===== src/rtl/cimr_pkg.sv =====
`default_nettype none

package cimr_pkg;

  localparam int IMAGE_BYTES = 16384;
  localparam int PAYLOAD_MAX = 241;

  localparam int AddrW = $clog2(IMAGE_BYTES);
  localparam int LenW = AddrW + 1;
  localparam int OutqDepth = 3;
  localparam int OutqPtrW = $clog2(OutqDepth);
  localparam int OutqCntW = $clog2(OutqDepth + 1);

  localparam logic [7:0] MsgWake = 8'h01;
  localparam logic [7:0] MsgSleep = 8'h02;
  localparam logic [7:0] MsgChunk = 8'h03;
  localparam logic [7:0] MsgSensor = 8'h04;
  localparam logic [15:0] NoImageId = 16'hFFFF;

  typedef enum logic [2:0] {
    StIgnored = 3'd0,
    StSensor  = 3'd1,
    StStored  = 3'd2,
    StDropped = 3'd3,
    StDone    = 3'd4,
    StWake    = 3'd5,
    StSleep   = 3'd6,
    StRead    = 3'd7
  } status_e;

  typedef struct packed {
    logic             cmd;
    logic [7:0]       data_byte;
    logic             last_byte;
    logic [AddrW-1:0] read_address;
  } in_item_t;

  typedef struct packed {
    status_e         status;
    logic            image_ready;
    logic [LenW-1:0] image_length;
    logic            awake_flag;
    logic            send_setpoint;
    logic [7:0]      temperature;
    logic [7:0]      air_humidity;
    logic [7:0]      battery_one;
    logic [7:0]      battery_two;
    logic [7:0]      soil_one;
    logic [7:0]      soil_two;
    logic [7:0]      read_data;
  } out_item_t;

  typedef struct packed {
    logic             en;
    logic [AddrW-1:0] addr;
    logic [7:0]       data;
  } ram_wr_t;

endpackage

`default_nettype wire


===== src/rtl/cimr_outq.sv =====
`default_nettype none

module cimr_outq (
  input  logic                            clk_i,
  input  logic                            rst_ni,
  input  logic                            push_i,
  input  cimr_pkg::out_item_t             push_item_i,
  output logic [cimr_pkg::OutqCntW-1:0]   cnt_o,
  output logic                            out_valid_o,
  input  logic                            out_stall_i,
  output cimr_pkg::out_item_t             out_item_o
);

  cimr_pkg::out_item_t                 fifo_q [cimr_pkg::OutqDepth];
  logic [cimr_pkg::OutqPtrW-1:0]       wr_ptr_q, wr_ptr_d;
  logic [cimr_pkg::OutqPtrW-1:0]       rd_ptr_q, rd_ptr_d;
  logic [cimr_pkg::OutqCntW-1:0]       cnt_q, cnt_d;
  logic                                pop;

  localparam logic [cimr_pkg::OutqPtrW-1:0] LastPtr =
    cimr_pkg::OutqPtrW'(cimr_pkg::OutqDepth - 1);

  assign pop = out_valid_o && !out_stall_i;

  always_comb begin
    wr_ptr_d = wr_ptr_q;
    rd_ptr_d = rd_ptr_q;
    cnt_d = cnt_q;
    if (push_i) begin
      wr_ptr_d = (wr_ptr_q == LastPtr) ? '0 : wr_ptr_q + 1'b1;
    end
    if (pop) begin
      rd_ptr_d = (rd_ptr_q == LastPtr) ? '0 : rd_ptr_q + 1'b1;
    end
    if (push_i && !pop) begin
      cnt_d = cnt_q + 1'b1;
    end else if (pop && !push_i) begin
      cnt_d = cnt_q - 1'b1;
    end
  end

  always_ff @(posedge clk_i or negedge rst_ni) begin
    if (!rst_ni) begin
      wr_ptr_q <= '0;
      rd_ptr_q <= '0;
      cnt_q <= '0;
    end else begin
      wr_ptr_q <= wr_ptr_d;
      rd_ptr_q <= rd_ptr_d;
      cnt_q <= cnt_d;
    end
  end

  always_ff @(posedge clk_i) begin
    if (push_i) begin
      fifo_q[wr_ptr_q] <= push_item_i;
    end
  end

  assign cnt_o = cnt_q;
  assign out_valid_o = (cnt_q != '0);
  assign out_item_o = fifo_q[rd_ptr_q];

endmodule

`default_nettype wire


===== config.mk =====
export PLATFORM = sky130hd
export DESIGN_NAME = cimr_outq
export DESIGN_NICKNAME = d
export VERILOG_FILES = /design/src/rtl/cimr_pkg.sv /design/src/rtl/cimr_outq.sv
export SDC_FILE = /design/constraint.sdc
export NUM_CORES = 1
export LEC_CHECK = 0
export ABC_AREA = 0
export BUFFER_PORTS_ARGS = -buffer_cell sky130_fd_sc_hd__buf_4
export CAP_MARGIN = 10
export CORE_MARGIN = 2
export CORE_UTILIZATION = 30
export DETAILED_ROUTE_END_ITERATION = 8
export HOLD_SLACK_MARGIN = 0.02
export SLEW_MARGIN = 20
export SYNTH_ARGS = -nofsm -noshare
export SYNTH_HDL_FRONTEND = slang
export SYNTH_SLANG_ARGS = --single-unit
export TNS_END_PERCENT = 10

===== constraint.sdc =====
create_clock -name clk_i -period 19.2 [get_ports clk_i]
set_input_delay 0 -clock clk_i [delete_from_list [all_inputs] [get_ports clk_i]]
set_output_delay 0 -clock clk_i [all_outputs]
set_load 0.05 [all_outputs]

Word level (Yosys, flattened, before mapping) --
Memory sizes are Yosys's and may differ from the RTL's. Index checks and enable logic that the tools add are counted.
Word-level totals: flip-flop bits (word level) 6, RAM bits 231, output and inout bits 80, logic and storage cells 24, memories 1
Memories:
- fifo_q | depth 3, bits a word 77, read ports 1, clocked after memory_dff 0, write ports 1, RTL line cimr_outq.sv:14 | cimr_pkg::out_item_t fifo_q [cimr_pkg::OutqDepth];
Operators by class: add/sub/neg operators 4, equal/unequal tests 2, mux-type cells 6, reductions and logical operators 8
Operator list (count):
- $mux W2 | 4
- $add A2 B1 Y2 const B | 3
- $eq A2 B2 Y1 const B | 2
- $reduce_bool A2 Y1 | 2
- $logic_and A1 B1 Y1 | 3
- $logic_not A1 Y1 | 3
- $mux W1 | 2
- $sub A2 B1 Y2 const B | 1

Logic depth before layout (Yosys ltp) --
Gate-level depths: netlist of the first run.
depth after elaboration 5, depth in mapped cells 5, depth with buffers taken out 5

Least setup slack after synthesis of the first run --
Ideal clock, no wire load.
kind flip-flop to flip-flop, start reg wr_ptr_q[0] in the netlist's numbering, end mem fifo_q[2][0] in the netlist's numbering, enable pin, arrival time 6022 ps, path slack 12555 ps, stages on the path, launching flop included 2, period minus slack after synthesis 6645 ps, cells stage by stage dfrtp_1 -> nor3b_1
RTL lines:
- from (decl) | RTL line cimr_outq.sv:15 | logic [cimr_pkg::OutqPtrW-1:0] wr_ptr_q, wr_ptr_d;
- from (signal assigned) | RTL line cimr_outq.sv:48 | wr_ptr_q <= wr_ptr_d;
- to (decl) | RTL line cimr_outq.sv:14
Straight into the memory's write port.

==> metrics.txt, run 1 <==
FF+latch count, synth 237; clock sink total between 200 and 250; period utilisation layout between 10 and 15%; reported max-cap violation count 0; Fmax around 350 MHz; type of the worst setup path reg2out; clock tree from TritonCTS yes; setup repair after global routing missed its margin false; P per Cell Area approximately 170 nW/um2; Post-DRT Antenna Nets 0; Syn-to-layout area delta 35.98%; final-stage net count about 850; number of synthesized flops with an enable pin roughly 230; antenna cell count 0; number of cell rows slightly above 60; Relative slew margins between 40% and 50%; post-route core utilization 41.72%; clock input transition at the sequential cells of the worst setup and hold paths around 0.06 ns; netlist area before placement 8879 um2; reg2reg start rd_ptr_q[1]$_DFFE_PN0P_; total setup violations reported at the end of the flow 0; cell with the most instances after synthesis edfxtp_1; minimum clock period 2.855 ns; arrival time worst endpoint 2.86 ns; capture point of the worst reg-to-reg path rd_ptr_q[0]$_DFFE_PN0P_; synthesis warning total 0; Critical Path Start Type flop; launch point of the worst path rd_ptr_q[0]$_DFFE_PN0P_; Setup Total Neg Slack 0 ns; drt via density ~4.3; global-route usage over all layers approximately 11%; number of antenna violations at the first check in global routing 0; total buffers and inverters traversed by the critical path 2; number of vias after detailed routing 5,005; TritonCTS buffer count 26; area enclosed by the die boundary 30,990 um2; maximum number of pins on one net before global-route repair 82; number of global-route vias before repair between 5k and 6k; global-route wire length before repair 27.99 mm; Detailed Place HPWL between 10 and 15 mm; max-slew violations 0; Max IR drop VDD 0.0001373 V; Hold Crit Endpoint fifo_q[2][66]$_DFFE_PP_; library cell with the largest summed area after synthesis edfxtp_1; length of the first detailed-routing pass in iterations 4; Netlist cell types 22; H-tree Lvls 1; layout cells sized above 1 27.30%; count of input and output buffers 160; critical path's slowest cell dfrtp_4; Final Non-Filler Cells around 1.2k; share of Yosys cell area claimed by the top area cell type 78.13%; Final Hold Fails 0; actual slew at the worst max-slew pin 0.8152 ns; floorplan die width between 150 and 200 um; post-detailed-route wirelength per cell 15.15 um; register-to-register path setup slack 17.10 ns; DRT Wirelength 17.69 mm; buffer depth of the longest clock path 3; Largest stage delay, worst path 0.92 ns; leading cell types by total area after synthesis edfxtp_1 (78%), mux2i_1 (8.7%), o21ai_1 (4.3%); number of stages on the worst hold path 2; depth of the most critical reg-to-reg path 3; Top-Level Pins 161; leading register cell type out of synthesis edfxtp_1; final clock skew 0.006505 ns; root buffer cell clkbuf_16; remaining design rule violation count 0; leading post-synthesis cells by instance count edfxtp_1 (231), nand2_1 (79), mux2i_1 (77), o21ai_1 (77), buf_2 (15); placed cells 1,039; status finished, final reports clean; GR Overflow Total 0; Static Leak 4.421 nW; family with the most delay on the worst path buffers and inverters; proportion of synthesized chip area in sequential cells 79.82%; Floorplan Core Area roughly 29,000 um2; launch point of the worst hold path push_item_i[66]; CP Cell Sequence buf_4, mux2i_1, o21ai_1, buf_4; cell mode on critical path buf_4; placer congestion estimate 0.6958; element type at the critical path end primary output; number of design-rule violations left by the first detailed-router iteration around 280; HP Class in2reg; initial core utilization between 30% and 40%; critical-path maximum fanout 41; WP data required between 15 and 20 ns; Vert. Die Dim 176.0 um; share of flip-flops with an asynchronous set or reset between 2 and 3%; clock insertion delay at the later pin of the skew report roughly 0.52 ns; mean instance size in the synthesized netlist roughly 17 um2; number of nets produced by synthesis 595; Post-Synthesis Cells 513
[how the worst max path moves through the flow]
stage / end / slack [ns] / depth (start not counted)
after floorplan: fifo_q[2][0]$_DFFE_PP_ / 12.56 / 1
after global placement: out_item_o[23] / 16.87 / 4
after detailed placement: out_item_o[8] / 16.83 / 4
after CTS: out_item_o[36] / 16.24 / 4
after global routing: out_item_o[36] / 16.13 / 4
final: out_item_o[37] / 16.34 / 4
[per-stage QoR]
step                total power [mW]  instance area, um2  setup WS [ns]  hold WS, ns
floorplan                      1.368                8879          12.56      -0.2956
global placement               1.594               10420          16.87      -0.1796
detailed placement             1.600               10420          16.83      -0.1792
CTS                            2.097               12070          16.24       0.1894
global route                   2.168               12070          16.13       0.1994
finish                         2.066               12070          16.34       0.2131
[cell usage in the layout (no fill, tap or decap), types with 3 or more instances in the layout]
cell           instances
clkinv_1               7
clkinv_2               6
edfxtp_1             231
dlygate4sd3_1         81
mux2i_1               77
buf_4                168
clkbuf_16             27
dfrtp_1                4
a21o_1                 3
o21ai_1               77
nand2_1               79
[state kept, by name, summed over array words and instances, names as in the netlist]
signal,cells
cnt_o,2
rd_ptr_q,2
fifo_q,231
wr_ptr_q,2
[worst reg2reg max path, stage by stage, from the launching register on]
cell and delay (ns):
dfrtp_4 0.95, buf_4 0.75, nor3_1 0.12, a21o_1 0.18
[kinds of logic (layout without fill, tap and decap cells)]
group                    count (synthesis)  after routing  synth area share [%]
flip-flops                             237            237                 79.82
AND/OR/NAND/NOR                         86             86                 3.763
AO/OA/AOI/OAI                           82             82                 4.735
multiplexers                            77             77                 8.681
buffers and inverters                   27            298                 2.565
XOR/XNOR                                 3              3                0.2960
adder cells (fa/ha/maj)                  1              1                0.1409
[repair_timing]
item | 4_1_cts | 5_1_grt
hold buffers | 81 | 0
buffers inserted | 0 | 0
resized for setup | 0 | 0
hold endpoints to repair | 243 | 0
[cell type report]
class                      count  area, um2
tap                          384      480.5
clock buffer                  28      679.4
clock inverter                20      161.4
inverter                       1      3.754
timing repair buffer         249       2072
sequential                   237       7094
fill                        2605      16860
multi-input combinational    249       1582
[report_power, final]
group / internal (mW) / switching, mW
registers: 0.665 / 0.0662
clock network: 0.284 / 0.194
logic: 0.256 / 0.601
total: 1.20 / 0.861
[metal layers]
layer	global-route usage, %	routed length, um
met1	14.82	7895
met2	19.66	8566
met3	2.562	984
met4	2.686	248
met5	0	0
Note: power is estimated with default switching activity, not from simulation.
==> run 2, diff against run 1 <==
Clock period 19.2 ns to 2.5 ns, I/O delays scaled along.
==> run 2 against run 1 <==
Sequential cell count unchanged. Worst setup slack got worse by 16 ns. Sequential power increased to 7.5 times the previous value. Critical path type unchanged. Highest routed layer unchanged.
==> metrics.txt, run 2 (synthesized netlist as in run 1, its figures left out) <==
status finished, final reports clean (unchanged); P per Cell Area 1333 nW/um2 (was 171.1 nW/um2); reg2reg start cnt_o[0]$_DFFE_PN0P_ (was rd_ptr_q[1]$_DFFE_PN0P_); clock tree from TritonCTS yes (unchanged); remaining design rule violation count 0 (unchanged); count of instances resized after the clock tree is built 0 (unchanged); clock sink total 237 (unchanged); Net Switching 6.593 mW (was 861.1 uW); number of antenna violations at the first check in global routing 0 (unchanged); Static Leak 4.468 nW (was 4.421 nW); post-detailed-route wirelength per cell 15.08 um (was 15.15 um); Post-DRT Antenna Nets 0 (unchanged); minimum clock period 2.202 ns; cell internal pwr 9.738 mW (was 1.205 mW); global route hottest layer met2 (unchanged); Hold Crit Endpoint fifo_q[0][71]$_DFFE_PP_ (was fifo_q[2][66]$_DFFE_PP_); Detailed Place HPWL 10.19 mm (was 10.31 mm); floorplan die width 176.0 um (unchanged); maximum number of pins on one net before global-route repair 82 (unchanged); commonest cells after routing, fill and taps aside edfxtp_1 (231), buf_4 (161), dlygate4sd3_1 (81) (was edfxtp_1 (231), buf_4 (168), dlygate4sd3_1 (81)); capture point of the worst reg-to-reg path cnt_o[1]$_DFFE_PN0P_ (was rd_ptr_q[0]$_DFFE_PN0P_); Most flops, register fifo_q (unchanged); Syn-to-layout area delta 37.96% (was 35.98%); global-route usage over all layers 11.04% (was 11.46%); H-tree Lvls 1 (unchanged); TritonCTS buffer count 25 (was 26); Relative slew margins 64.46% (was 45.65%); buffer depth of the longest clock path 3 (unchanged); element type at the critical path end primary output (unchanged); global-route wire length before repair 27.09 mm (was 27.99 mm); root buffer cell clkbuf_16 (unchanged); period utilisation layout 88.09%; launch point of the worst hold path push_item_i[71] (was push_item_i[66]); placer congestion estimate 0.6605 (was 0.6958); Setup Total Neg Slack 0 ns (unchanged); reported max-cap violation count 0 (unchanged); flip-flop count of the largest register after layout 231 (unchanged); number of cell rows 62 (unchanged); number of vias after detailed routing 4,995 (was 5,005); placed cells 1,040 (was 1,039); drt via density 4.284 (was 4.285); Final Hold Fails 0 (unchanged); Combinational Power Share 42.1% (was 41.5%); final clock skew 0.01247 ns (was 0.006505 ns); met2 usage 18.86% (was 19.66%); leading cell type in the layout, fill and taps excluded edfxtp_1 (unchanged); clock input transition at the sequential cells of the worst setup and hold paths 0.06 ns (about the same); antenna cell count 0 (unchanged); number of global-route vias before repair 5,102 (was 5,157); Floorplan Core Area 28,940 um2 (unchanged); initial core utilization 30.68% (unchanged); met3 demand-to-capacity share in global routing 3.144% (was 2.562%); depth of the most critical reg-to-reg path 5 (was 3); area enclosed by the die boundary 30,990 um2 (unchanged); final-stage net count 846 (unchanged); setup repair after global routing missed its margin false (unchanged); WP data required 2.50 ns (was 19.20 ns); launch point of the worst path rd_ptr_q[0]$_DFFE_PN0P_ (unchanged); layout cells sized above 1 27.24% (was 27.30%); clock insertion delay at the later pin of the skew report 0.51 ns (was 0.52 ns); Critical Path Start Type flop (unchanged); Fmax approximately 450 MHz; net switching fraction of the power 40.37% (was 41.69%); total setup violations reported at the end of the flow 0 (unchanged); register-to-register path setup slack 0.95 ns (was 17.10 ns); actual slew at the worst max-slew pin 0.5331 ns (was 0.8152 ns); max-slew violations 0 (unchanged); HP Class in2reg (unchanged); number of stages on the worst hold path 2 (unchanged); Max IR drop VDD 0.001009 V (was 0.0001373 V); critical-path maximum fanout 29 (was 41); type of the worst setup path reg2out (unchanged); Final Non-Filler Cells 1,166 (was 1,168); count of input and output buffers 160 (unchanged); part of the total power dissipated in sequential elements 33.6% (was 35.4%); number of design-rule violations left by the first detailed-router iteration 212 (was 281); Clk pwr share 24.3% (was 23.1%); GR Overflow Total 0 (unchanged); Top-Level Pins 161 (unchanged); DRT Wirelength 17.58 mm (was 17.69 mm); length of the first detailed-routing pass in iterations 4 (unchanged); Vert. Die Dim 176.0 um (unchanged); arrival time worst endpoint 2.20 ns (was 2.86 ns); met1 Resource Use GR 13.77% (was 14.82%)
-- run 2: cell count changes in the layout (fill, tap and decap cells not counted), moves of 2 or more --
cell,before,now
buf_12,0,8
buf_4,168,161
bufinv_16,2,7
clkbuf_16,27,25
clkinv_2,6,2
clkinv_4,2,0
dfrtp_1,4,2
dfrtp_2,0,2
-- run 2: per-layer routing --
metal	vias up	share of wire, %
li1	2441	-
met1	2403	43
met2	126	49
met3	25	6.2
met4	0	1.9
met5	-	0
-- run 2: worst max path at each step --
stage / endpoint / slack (ns) / cells after the start
after floorplan: fifo_q[2][0]$_DFFE_PP_ / -0.35 / 1
after global placement: out_item_o[38] / 0.82 / 4
after detailed placement: out_item_o[38] / 0.80 / 4
after CTS: out_item_o[38] / 0.23 / 4
after global routing: out_item_o[38] / 0.17 / 4
final: out_item_o[38] / 0.30 / 4
-- run 2: final cells by class --
class                      instances  area (um2)
tap                              384       480.5
fill                            2577       16690
sequential                       237        7097
inverter                           1       3.754
timing repair buffer             250        2180
clock inverter                    18       261.5
clock buffer                      27       633.1
multi-input combinational        249        1594
-- run 2: metrics by stage --
step	util [%]	setup WS (ns)	power (mW)	cell area (um2)	hold WS [ns]
floorplan	-	-0.3542	10.45	8911	-0.2956
global placement	36.44	0.8156	12.39	10540	-0.1834
detailed placement	36.44	0.7999	12.43	10540	-0.1834
CTS	42.33	0.2315	16.57	12250	0.1806
global route	42.33	0.1661	17.08	12250	0.1906
finish	42.33	0.2978	16.33	12250	0.2148
-- run 2: what timing repair did --
| action | 4_1_cts | 5_1_grt |
|---|---|---|
| hold buffers | 81 | 0 |
| hold endpoints to repair | 243 | 0 |
| endpoints found under the setup margin | 0 | 0 |
| setup buffers | 0 | 0 |
-- run 2: power groups by stage --
stage          clock (mW)  combinational, mW  sequential [mW]
3_5_place_dp            0               6.84             5.59
2_1_floorplan           0               5.04             5.41
5_1_grt              4.25               7.25             5.57
6_report             3.97               6.88             5.48
4_1_cts              4.10               6.97             5.51
3_3_place_gp            0               6.83             5.57
-- run 2: critical path: stages, from the launching register on --
cell and delay (ns):
dfrtp_4 0.76, buf_12 0.30, mux2i_1 0.12, o21ai_1 0.22
buf_4 0.24
