<file path="config.mk">
export PLATFORM = sky130hd
export DESIGN_NAME = cimr_parse
export DESIGN_NICKNAME = d
export VERILOG_FILES = /design/src/rtl/cimr_pkg.sv /design/src/rtl/cimr_parse.sv
export SDC_FILE = /design/constraint.sdc
export NUM_CORES = 1
export LEC_CHECK = 0
export BUFFER_PORTS_ARGS = -buffer_cell sky130_fd_sc_hd__buf_4
export CAP_MARGIN = 5
export CORE_MARGIN = 8
export CORE_UTILIZATION = 40
export CTS_CLUSTER_DIAMETER = 80
export DETAILED_ROUTE_END_ITERATION = 6
export HOLD_SLACK_MARGIN = 0.06
export PLACE_DENSITY = 0.6
export SLEW_MARGIN = 0
export SYNTH_ARGS = -nofsm -noshare
export SYNTH_HDL_FRONTEND = slang
export SYNTH_SLANG_ARGS = --single-unit
</file>
<file path="constraint.sdc">
create_clock -name clk_i -period 12.65 [get_ports clk_i]
set_input_delay 2.53 -clock clk_i [delete_from_list [all_inputs] [get_ports clk_i]]
set_output_delay 2.53 -clock clk_i [all_outputs]
set_load 0.01 [all_outputs]
</file>
<file path="src/rtl/cimr_pkg.sv">
`default_nettype none

package cimr_pkg;

  localparam int IMAGE_BYTES = 16384;
  localparam int PAYLOAD_MAX = 241;

  localparam int AddrW = $clog2(IMAGE_BYTES);
  localparam int LenW = AddrW + 1;
  localparam int OutqDepth = 3;
  localparam int OutqPtrW = $clog2(OutqDepth);
  localparam int OutqCntW = $clog2(OutqDepth + 1);

  localparam logic [7:0] MsgWake = 8'h01;
  localparam logic [7:0] MsgSleep = 8'h02;
  localparam logic [7:0] MsgChunk = 8'h03;
  localparam logic [7:0] MsgSensor = 8'h04;
  localparam logic [15:0] NoImageId = 16'hFFFF;

  typedef enum logic [2:0] {
    StIgnored = 3'd0,
    StSensor  = 3'd1,
    StStored  = 3'd2,
    StDropped = 3'd3,
    StDone    = 3'd4,
    StWake    = 3'd5,
    StSleep   = 3'd6,
    StRead    = 3'd7
  } status_e;

  typedef struct packed {
    logic             cmd;
    logic [7:0]       data_byte;
    logic             last_byte;
    logic [AddrW-1:0] read_address;
  } in_item_t;

  typedef struct packed {
    status_e         status;
    logic            image_ready;
    logic [LenW-1:0] image_length;
    logic            awake_flag;
    logic            send_setpoint;
    logic [7:0]      temperature;
    logic [7:0]      air_humidity;
    logic [7:0]      battery_one;
    logic [7:0]      battery_two;
    logic [7:0]      soil_one;
    logic [7:0]      soil_two;
    logic [7:0]      read_data;
  } out_item_t;

  typedef struct packed {
    logic             en;
    logic [AddrW-1:0] addr;
    logic [7:0]       data;
  } ram_wr_t;

endpackage

`default_nettype wire

</file>
<file path="src/rtl/cimr_parse.sv">
`default_nettype none

module cimr_parse (
  input  logic                clk_i,
  input  logic                rst_ni,
  input  logic                accept_i,
  input  cimr_pkg::in_item_t  item_i,
  output logic                res_valid_o,
  output logic                res_read_o,
  output cimr_pkg::out_item_t res_o,
  output cimr_pkg::ram_wr_t   wr_o
);

  logic [7:0]                byte_index_q, byte_index_d;
  logic [7:0]                msg_type_q, msg_type_d;
  logic [15:0]               hdr_q [4];
  logic [15:0]               hdr_d [4];
  logic                      accepted_q, accepted_d;
  logic [15:0]               cur_id_q, cur_id_d;
  logic [cimr_pkg::LenW-1:0] asm_len_q, asm_len_d;
  logic                      ready_q, ready_d;
  logic                      awake_q, awake_d;
  logic [7:0]                shadow_q [6];
  logic [7:0]                shadow_d [6];
  logic [7:0]                values_q [6];
  logic [7:0]                values_d [6];
  logic                      res_valid_q, res_valid_d;
  logic                      res_read_q, res_read_d;
  cimr_pkg::out_item_t       res_q, res_d;

  always_comb begin
    logic [7:0]                idx;
    logic [7:0]                b;
    logic [7:0]                typ;
    logic                      restart;
    logic [7:0]                clamp;
    logic [cimr_pkg::LenW-1:0] base;
    logic [cimr_pkg::LenW:0]   need;
    logic [7:0]                off;
    logic [cimr_pkg::LenW-1:0] waddr;
    logic                      setp;
    cimr_pkg::status_e         st;

    idx = byte_index_q;
    b = item_i.data_byte;
    typ = (idx == 8'd0) ? b : msg_type_q;
    setp = 1'b0;
    st = cimr_pkg::StIgnored;

    byte_index_d = byte_index_q;
    msg_type_d = msg_type_q;
    hdr_d = hdr_q;
    accepted_d = accepted_q;
    cur_id_d = cur_id_q;
    asm_len_d = asm_len_q;
    ready_d = ready_q;
    awake_d = awake_q;
    shadow_d = shadow_q;
    values_d = values_q;
    wr_o = '0;

    if (typ == cimr_pkg::MsgChunk) begin
      for (int i = 0; i < 4; i++) begin
        if (idx == 8'(2 * i + 1)) begin
          hdr_d[i] = {8'h00, b};
        end
        if (idx == 8'(2 * i + 2)) begin
          hdr_d[i][15:8] = b;
        end
      end
    end
    if (typ == cimr_pkg::MsgSensor) begin
      for (int i = 0; i < 6; i++) begin
        if (idx == 8'(i + 1)) begin
          shadow_d[i] = b;
        end
      end
    end

    restart = (hdr_d[0] != cur_id_q) || (hdr_d[1] == 16'h0000);
    clamp = (hdr_d[3] > 16'(cimr_pkg::PAYLOAD_MAX)) ? 8'(cimr_pkg::PAYLOAD_MAX) :
            hdr_d[3][7:0];
    base = restart ? '0 : asm_len_q;
    need = {1'b0, base} + (cimr_pkg::LenW + 1)'(clamp);

    if (typ == cimr_pkg::MsgChunk && idx == 8'd8) begin
      if (restart) begin
        cur_id_d = hdr_d[0];
      end
      asm_len_d = base;
      hdr_d[3] = {8'h00, clamp};
      accepted_d = (need <= (cimr_pkg::LenW + 1)'(cimr_pkg::IMAGE_BYTES));
    end

    off = idx - 8'd9;
    waddr = asm_len_d + cimr_pkg::LenW'(off);
    if (typ == cimr_pkg::MsgChunk && idx >= 8'd9 && accepted_d &&
        {8'h00, off} < hdr_d[3] &&
        waddr < cimr_pkg::LenW'(cimr_pkg::IMAGE_BYTES)) begin
      wr_o.en = accept_i && !item_i.cmd;
      wr_o.addr = waddr[cimr_pkg::AddrW-1:0];
      wr_o.data = b;
    end

    if (item_i.last_byte) begin
      byte_index_d = 8'd0;
      case (typ)
        cimr_pkg::MsgSensor: begin
          if (idx == 8'd6) begin
            values_d = shadow_d;
            st = cimr_pkg::StSensor;
          end
        end
        cimr_pkg::MsgChunk: begin
          if (idx >= 8'd8) begin
            ready_d = 1'b0;
            if (accepted_d) begin
              asm_len_d = asm_len_d + cimr_pkg::LenW'(hdr_d[3][7:0]);
              st = cimr_pkg::StStored;
            end else begin
              st = cimr_pkg::StDropped;
            end
            if (hdr_d[1] == hdr_d[2] - 16'd1) begin
              ready_d = 1'b1;
              st = cimr_pkg::StDone;
            end
          end
        end
        cimr_pkg::MsgWake: begin
          awake_d = 1'b1;
          setp = 1'b1;
          st = cimr_pkg::StWake;
        end
        cimr_pkg::MsgSleep: begin
          awake_d = 1'b0;
          st = cimr_pkg::StSleep;
        end
        default: begin
          st = cimr_pkg::StIgnored;
        end
      endcase
    end else begin
      byte_index_d = (idx == 8'hFF) ? idx : idx + 8'd1;
    end
    msg_type_d = typ;

    // A read item or an idle cycle leaves the parsing state untouched.
    if (!accept_i || item_i.cmd) begin
      byte_index_d = byte_index_q;
      msg_type_d = msg_type_q;
      hdr_d = hdr_q;
      accepted_d = accepted_q;
      cur_id_d = cur_id_q;
      asm_len_d = asm_len_q;
      ready_d = ready_q;
      awake_d = awake_q;
      shadow_d = shadow_q;
      values_d = values_q;
      setp = 1'b0;
      st = cimr_pkg::StRead;
    end

    res_valid_d = accept_i && (item_i.cmd || item_i.last_byte);
    res_read_d = accept_i && item_i.cmd;

    res_d.status = st;
    res_d.image_ready = ready_d;
    res_d.image_length = asm_len_d;
    res_d.awake_flag = awake_d;
    res_d.send_setpoint = setp;
    res_d.temperature = values_d[0];
    res_d.air_humidity = values_d[1];
    res_d.battery_one = values_d[2];
    res_d.battery_two = values_d[3];
    res_d.soil_one = values_d[4];
    res_d.soil_two = values_d[5];
    res_d.read_data = 8'h00;
  end

  always_ff @(posedge clk_i or negedge rst_ni) begin
    if (!rst_ni) begin
      byte_index_q <= 8'd0;
      msg_type_q <= 8'd0;
      for (int i = 0; i < 4; i++) begin
        hdr_q[i] <= 16'h0000;
      end
      accepted_q <= 1'b0;
      cur_id_q <= cimr_pkg::NoImageId;
      asm_len_q <= '0;
      ready_q <= 1'b0;
      awake_q <= 1'b0;
      for (int i = 0; i < 6; i++) begin
        shadow_q[i] <= 8'h00;
        values_q[i] <= 8'h00;
      end
      res_valid_q <= 1'b0;
      res_read_q <= 1'b0;
    end else begin
      byte_index_q <= byte_index_d;
      msg_type_q <= msg_type_d;
      hdr_q <= hdr_d;
      accepted_q <= accepted_d;
      cur_id_q <= cur_id_d;
      asm_len_q <= asm_len_d;
      ready_q <= ready_d;
      awake_q <= awake_d;
      shadow_q <= shadow_d;
      values_q <= values_d;
      res_valid_q <= res_valid_d;
      res_read_q <= res_read_d;
    end
  end

  always_ff @(posedge clk_i) begin
    if (res_valid_d) begin
      res_q <= res_d;
    end
  end

  assign res_valid_o = res_valid_q;
  assign res_read_o = res_read_q;
  assign res_o = res_q;

endmodule

`default_nettype wire

</file>
Word level (Yosys, flattened, before mapping)
Index checks and enable logic that the tools add are counted.
{ "classes": {"add_sub_neg": 6, "mul": 0, "n_div": 0, "magnitude_cmp": 6, "n_eq_ne": 16, "shifts": 0, "mux": 49, "bitwise": 2, "n_reduce_logical": 18} }
{ "op_table": {"columns": ["op", "n"], "rows": [
  ["2-to-1 mux 48 bit", 5],
  ["2-to-1 mux 8 bit", 14],
  ["2-to-1 mux 15 bit", 7],
  ["2-to-1 mux 16 bit", 5],
  ["2-to-1 mux 64 bit", 1],
  ["== test 8 x 3 -> 1 bit, second input constant", 5],
  ["== test 8 x 2 -> 1 bit, second input constant", 4],
  ["adder 15 x 8 -> 15 bit", 2],
  ["2-to-1 mux 23 bit", 1],
  ["adder 15 x 8 -> 16 bit", 1],
  ["== test 16 bit", 1],
  ["== test 8 x 1 -> 1 bit, second input constant", 2],
  [">= comparator 8 x 4 -> 1 bit, second input constant", 2],
  ["> comparator 16 x 8 -> 1 bit, second input constant", 1],
  ["<= comparator 16 x 15 -> 1 bit, second input constant", 1],
  ["logical NOT 16 bit", 1],
  ["< comparator 8 x 16 -> 1 bit", 1],
  ["!= test 16 bit", 1],
  ["subtractor 16 x 1 -> 16 bit, second input constant", 1],
  ["< comparator 15 bit, second input constant", 1],
  ["case mux 3 bit (4 select lines)", 1],
  ["2-to-1 mux 1 bit", 11],
  ["2-to-1 mux 3 bit", 3],
  ["adder 8 x 1 -> 8 bit, second input constant", 1],
  ["other kinds (13)", 24]
]} }
{ "totals": {"reg_bits": 281, "latchBits": 0, "mem_bits_rw": 0, "romBits": 0, "in_bits": 27, "wordCells": 133, "memories": 0} }

Longest topological paths before layout
{ "logic_depth": {"word_depth": 15, "mapped_depth": 28, "ltp_nobuf": 24} }

Least setup slack after synthesis
OpenSTA, ideal clock, no wires.
{ "synth_timing": {"path_kind": "input to output", "from": "input port item_i[18] (netlist bit)", "to": "output port wr_o[19] (netlist bit)", "arrival_time_ns": 7.453, "setup_slack_ns": 2.667, "stages": 26, "path_buffers": 5, "path_cell_list": "buf_6 -> nor4_2 -> and2b_1 -> mux2i_4 -> buf_4 -> nor2_4 -> o21ai_0 -> o2111a_1 -> a31oi_2 -> clkbuf_1 -> clkbuf_1 -> nor2_1 -> ha_1 -> fa_1 -> a21oi_1 -> o21bai_1 -> a21oi_1 -> nor2_1 -> nor2_1 -> o21bai_1 -> a21oi_1 -> nor2_1 -> xnor2_1 -> o2111ai_2 -> buf_6 -> nor3_2"} }
{ "synth_lines": {"columns": ["element", "line", "rtl"], "rows": [
  ["start: declaration", "cimr_parse.sv:7", "input cimr_pkg::in_item_t item_i,"],
  ["end: declaration", "cimr_parse.sv:11", "output cimr_pkg::ram_wr_t wr_o"]
]} }

==> flow_summary.toml <==
[sta]
max_freq_mhz = 86.5
final_max_slew_viol_count = 0
finalCriticalPeriod_ns = 11.56
worst_pin_slew_ns = 1.08
tns_ns = 0
finalHoldViolations = 0
finalSetupViolations = 0
slew_headroom = 0.272
rsz0062_at_grt = "false"
finClkSkew_ns = 0.0153
period_share = 0.914

[worst_setup_path]
arrival_ns = 9.03
path_class = "input port to primary output"
cp_common_cell = "buf_4"
path_cells = "buf_4 -> nor4_2 -> and2b_1 -> mux2_4 -> nand2_1 -> a221oi_1 -> nor4_4 -> nand3_1 -> nor2_1 -> ha_1 -> fa_1 -> a211oi_1 -> o21bai_1 -> a21o_1 -> nor3b_1 -> o311ai_0 -> a21oi_1 -> nand4_1 -> a21boi_1 -> a2111o_2 -> o2111ai_2 -> buf_4 -> nor2_1 -> buf_4"
cp_num_buf_inv = 3
start_kind = "input port"
cp_slowest_stage_delay_ns = 0.70
crit_family = "compound AO/OA/AOI/OAI gates"
crit_required_ns = 10.12
crit_slowest_cell = "nor4_2"
path_max_fanout = 26
end_kind = "primary output"

[cts]
cts-hold-fix-buffers = 0
clkLatencyLatePin_ns = 0.57
cts_buffers = 28
cts_tree = "built"
cts_buffer_depth = 3
path_clk_slew_ns = 0.07
h-tree-depth = 1
clock_sinks = 273
cts_resized = 0
clockRootBuffer = "clkbuf_16"
cts_setup_buffers = 0

[run]
maxCapViolCount = 0

[placement]
placed_area_mm2 = 0.0159
portBuffers = 106
dp_cells = 2005
place.gp.congestion = 0.857
dp_hpwl_mm = 26.6

[synthesis]
synth_flop_cell = "dfrtp_1"
synth_top_area_frac = 0.318
synth.most_common_cell = "dfrtp_1"
avgSynthCellArea_um2 = 9.88
synth_top_cell_by_area = "dfrtp_1"
synth-seq-cells = 273
synthTopCellsByCount = "dfrtp_1 (188), nor2_1 (171), nand2_1 (136)"
synth-seq-area-share = 0.487
synth_edf_count = 69
syn_inst = 1496
synth.area.top_cells = "dfrtp_1 (32%), edfxtp_1 (14%), nor2_1 (4.3%), a21oi_1 (4.2%), mux2_2 (4.1%)"
syn_area_mm2 = 0.0148
synthArstFlopShare = 0.747
synth_warnings = 0
synth_cell_types = 90

[global_routing]
overflow = 0
grt_pass1_vias = 11200
grt_use_total = 0.178
grt_max_degree = 89
grt_pass1_wl_mm = 63.2
antenna_found_initial = 0

[die]
pin_count = 129
dieArea_mm2 = 0.0433
start_util = 0.405
die_h_um = 208
fp.dieW_um = 208
rows = 70
core_area_mm2 = 0.0365

[finish]
finalNonFillerCells = 2058
drive_above_1_share = 0.185
areaGrowthSynthToFinish_pct = 14.8
nFillCells = 3404
fin_area_mm2 = 0.0170
postLayoutCoreUtil = 0.465
antennaDiodeCount = 0
fin_nets = 1635

[detailed_routing]
vias = 11400
wl_mm = 39.3
firstDrtPassIters = 5
wl_per_cell_um = 19.1
vias_per_cell = 5.55
drtIter0Drc = 951
ant_nets = 0
drc = 0

[power]
peakVddDrop_mv = 0.0812
p_leak_uw = 0.00733
p_per_area_mw_per_mm2 = 127

[run_status]
status = "completed"

[min_path]
hold_class = "flop to flop"
-- worst register-to-register path, cell delays in order, from the launching register on --
cell	delay [ns]
dfrtp_1	0.48
inv_1	0.23
ha_1	0.41
and2b_1	0.28
nand3_4	0.22
mux2i_4	0.87
o21ai_0	0.29
a221oi_1	0.53
nor4_4	0.14
nand3_1	0.29
nor2_1	0.08
ha_1	0.22
fa_1	0.42
a21o_1	0.20
a211oi_1	0.22
o22ai_1	0.11
nor4_1	0.30
o311ai_0	0.28
a21oi_1	0.17
nand4_1	0.11
a21boi_1	0.23
a2111o_2	0.19
nand3_2	0.27
nor4_1	0.43
mux2i_1	0.29
-- per-layer routing --
layer | track usage | wire [µm] | vias up
met1 | 0.249 | 18200 | 5574
met4 | 0.0509 | 732 | 0
met3 | 0.0234 | 2000 | 54
li1 | - | - | 5477
met2 | 0.285 | 18400 | 313
met5 | 0 | 0 | -
-- cell usage in the layout, fill, tap and decap left out, types with 5 or more instances in the layout --
cell       count
nand2_1      136
a21oi_1      125
mux2i_1       21
nor4_1        16
nor2b_1       23
a211oi_1      15
clkinv_2       5
o21bai_1      11
edfxtp_1      69
buf_4        128
nand2b_1       5
nor3_1        27
a21o_1         8
xnor2_1       37
bufinv_16      7
nor3_2         8
conb_1         8
o21a_1         5
a31oi_1        9
a221oi_1      10
inv_1         49
o21ai_0      102
nand4_1       21
a22oi_1        9
or2_2          7
clkbuf_16     28
and3_1         8
nand3_1       27
nor2_1       170
a22o_1        22
o22ai_1        5
a21boi_0      10
xor2_1        29
dfrtp_1      188
or3_1         14
dfstp_2       16
and2_1        15
mux2_2        54
ha_1          37
a41oi_1        8
-- metrics by stage --
step | hold slack [ns] | worst slack (ns) | total power, µW
finish | 0.481 | 1.09 | 2160
global route | 0.500 | 0.490 | 2240
CTS | 0.486 | 1.09 | 2180
detailed placement | 0.471 | 1.11 | 1250
global placement | 0.462 | 1.14 | 1240
floorplan | 0.445 | 2.67 | 1150
-- state kept, by name (all words and copies together), names as in the netlist --
| name | count |
|---|---|
| accepted_q | 1 |
| asm_len_q | 15 |
| awake_q | 1 |
| byte_index_q | 8 |
| cur_id_q | 16 |
| hdr_q | 64 |
| msg_type_q | 8 |
| ready_q | 1 |
| res_o | 69 |
| res_read_o | 1 |
| res_valid_o | 1 |
| shadow_q | 40 |
| values_q | 48 |
-- worst paths after layout --
| kind | startpoint | endpoint | slack, ns | cells past startpoint |
|---|---|---|---|---|
| min in group asynchronous | rst_ni | values_q[33]$_DFF_PN0_ | 1.93 | 1 |
| max in group asynchronous | rst_ni | hdr_q[54]$_DFFE_PN0P_ | 9.34 | 2 |
| min | shadow_q[43]$_DFFE_PN0P_ | shadow_q[43]$_DFFE_PN0P_ | 0.48 | 2 |
| min reg2reg | shadow_q[43]$_DFFE_PN0P_ | shadow_q[43]$_DFFE_PN0P_ | 0.48 | 2 |
| max reg2reg | byte_index_q[0]$_DFFE_PN0P_ | res_o[70]$_DFFE_PP_ | 5.19 | 24 |
| max | item_i[18] | wr_o[22] | 1.09 | 24 |
-- cell families after synthesis --
family | Yosys count | share of synthesized area
AO/OA/AOI/OAI | 380 | 0.162
XOR/XNOR | 66 | 0.0391
adder cells (fa/ha/maj) | 40 | 0.0354
buffers and inverters | 145 | 0.0438
flip-flops | 273 | 0.487
multiplexers | 77 | 0.0579
other | 1 | 0.000254
AND/OR/NAND/NOR | 514 | 0.174
-- layout make-up --
type | count | area, µm² | area share
Clock buffer | 31 | 722 | 0.0426
Multi-Input combinational cell | 1085 | 6970 | 0.411
Inverter | 50 | 188 | 0.0111
Timing Repair Buffer | 130 | 980 | 0.0577
Clock inverter | 21 | 322 | 0.0190
Sequential cell | 273 | 7200 | 0.424
Tap cell | 468 | 586 | 0.0345
-- power by group --
part,internal (µW),total (µW),switching [µW]
Clock,560,926,366
Combinational,94.1,267,173
Sequential,937,964,26.2
Total,1590,2160,565
No activity file was read; power rests on OpenSTA's default activity.
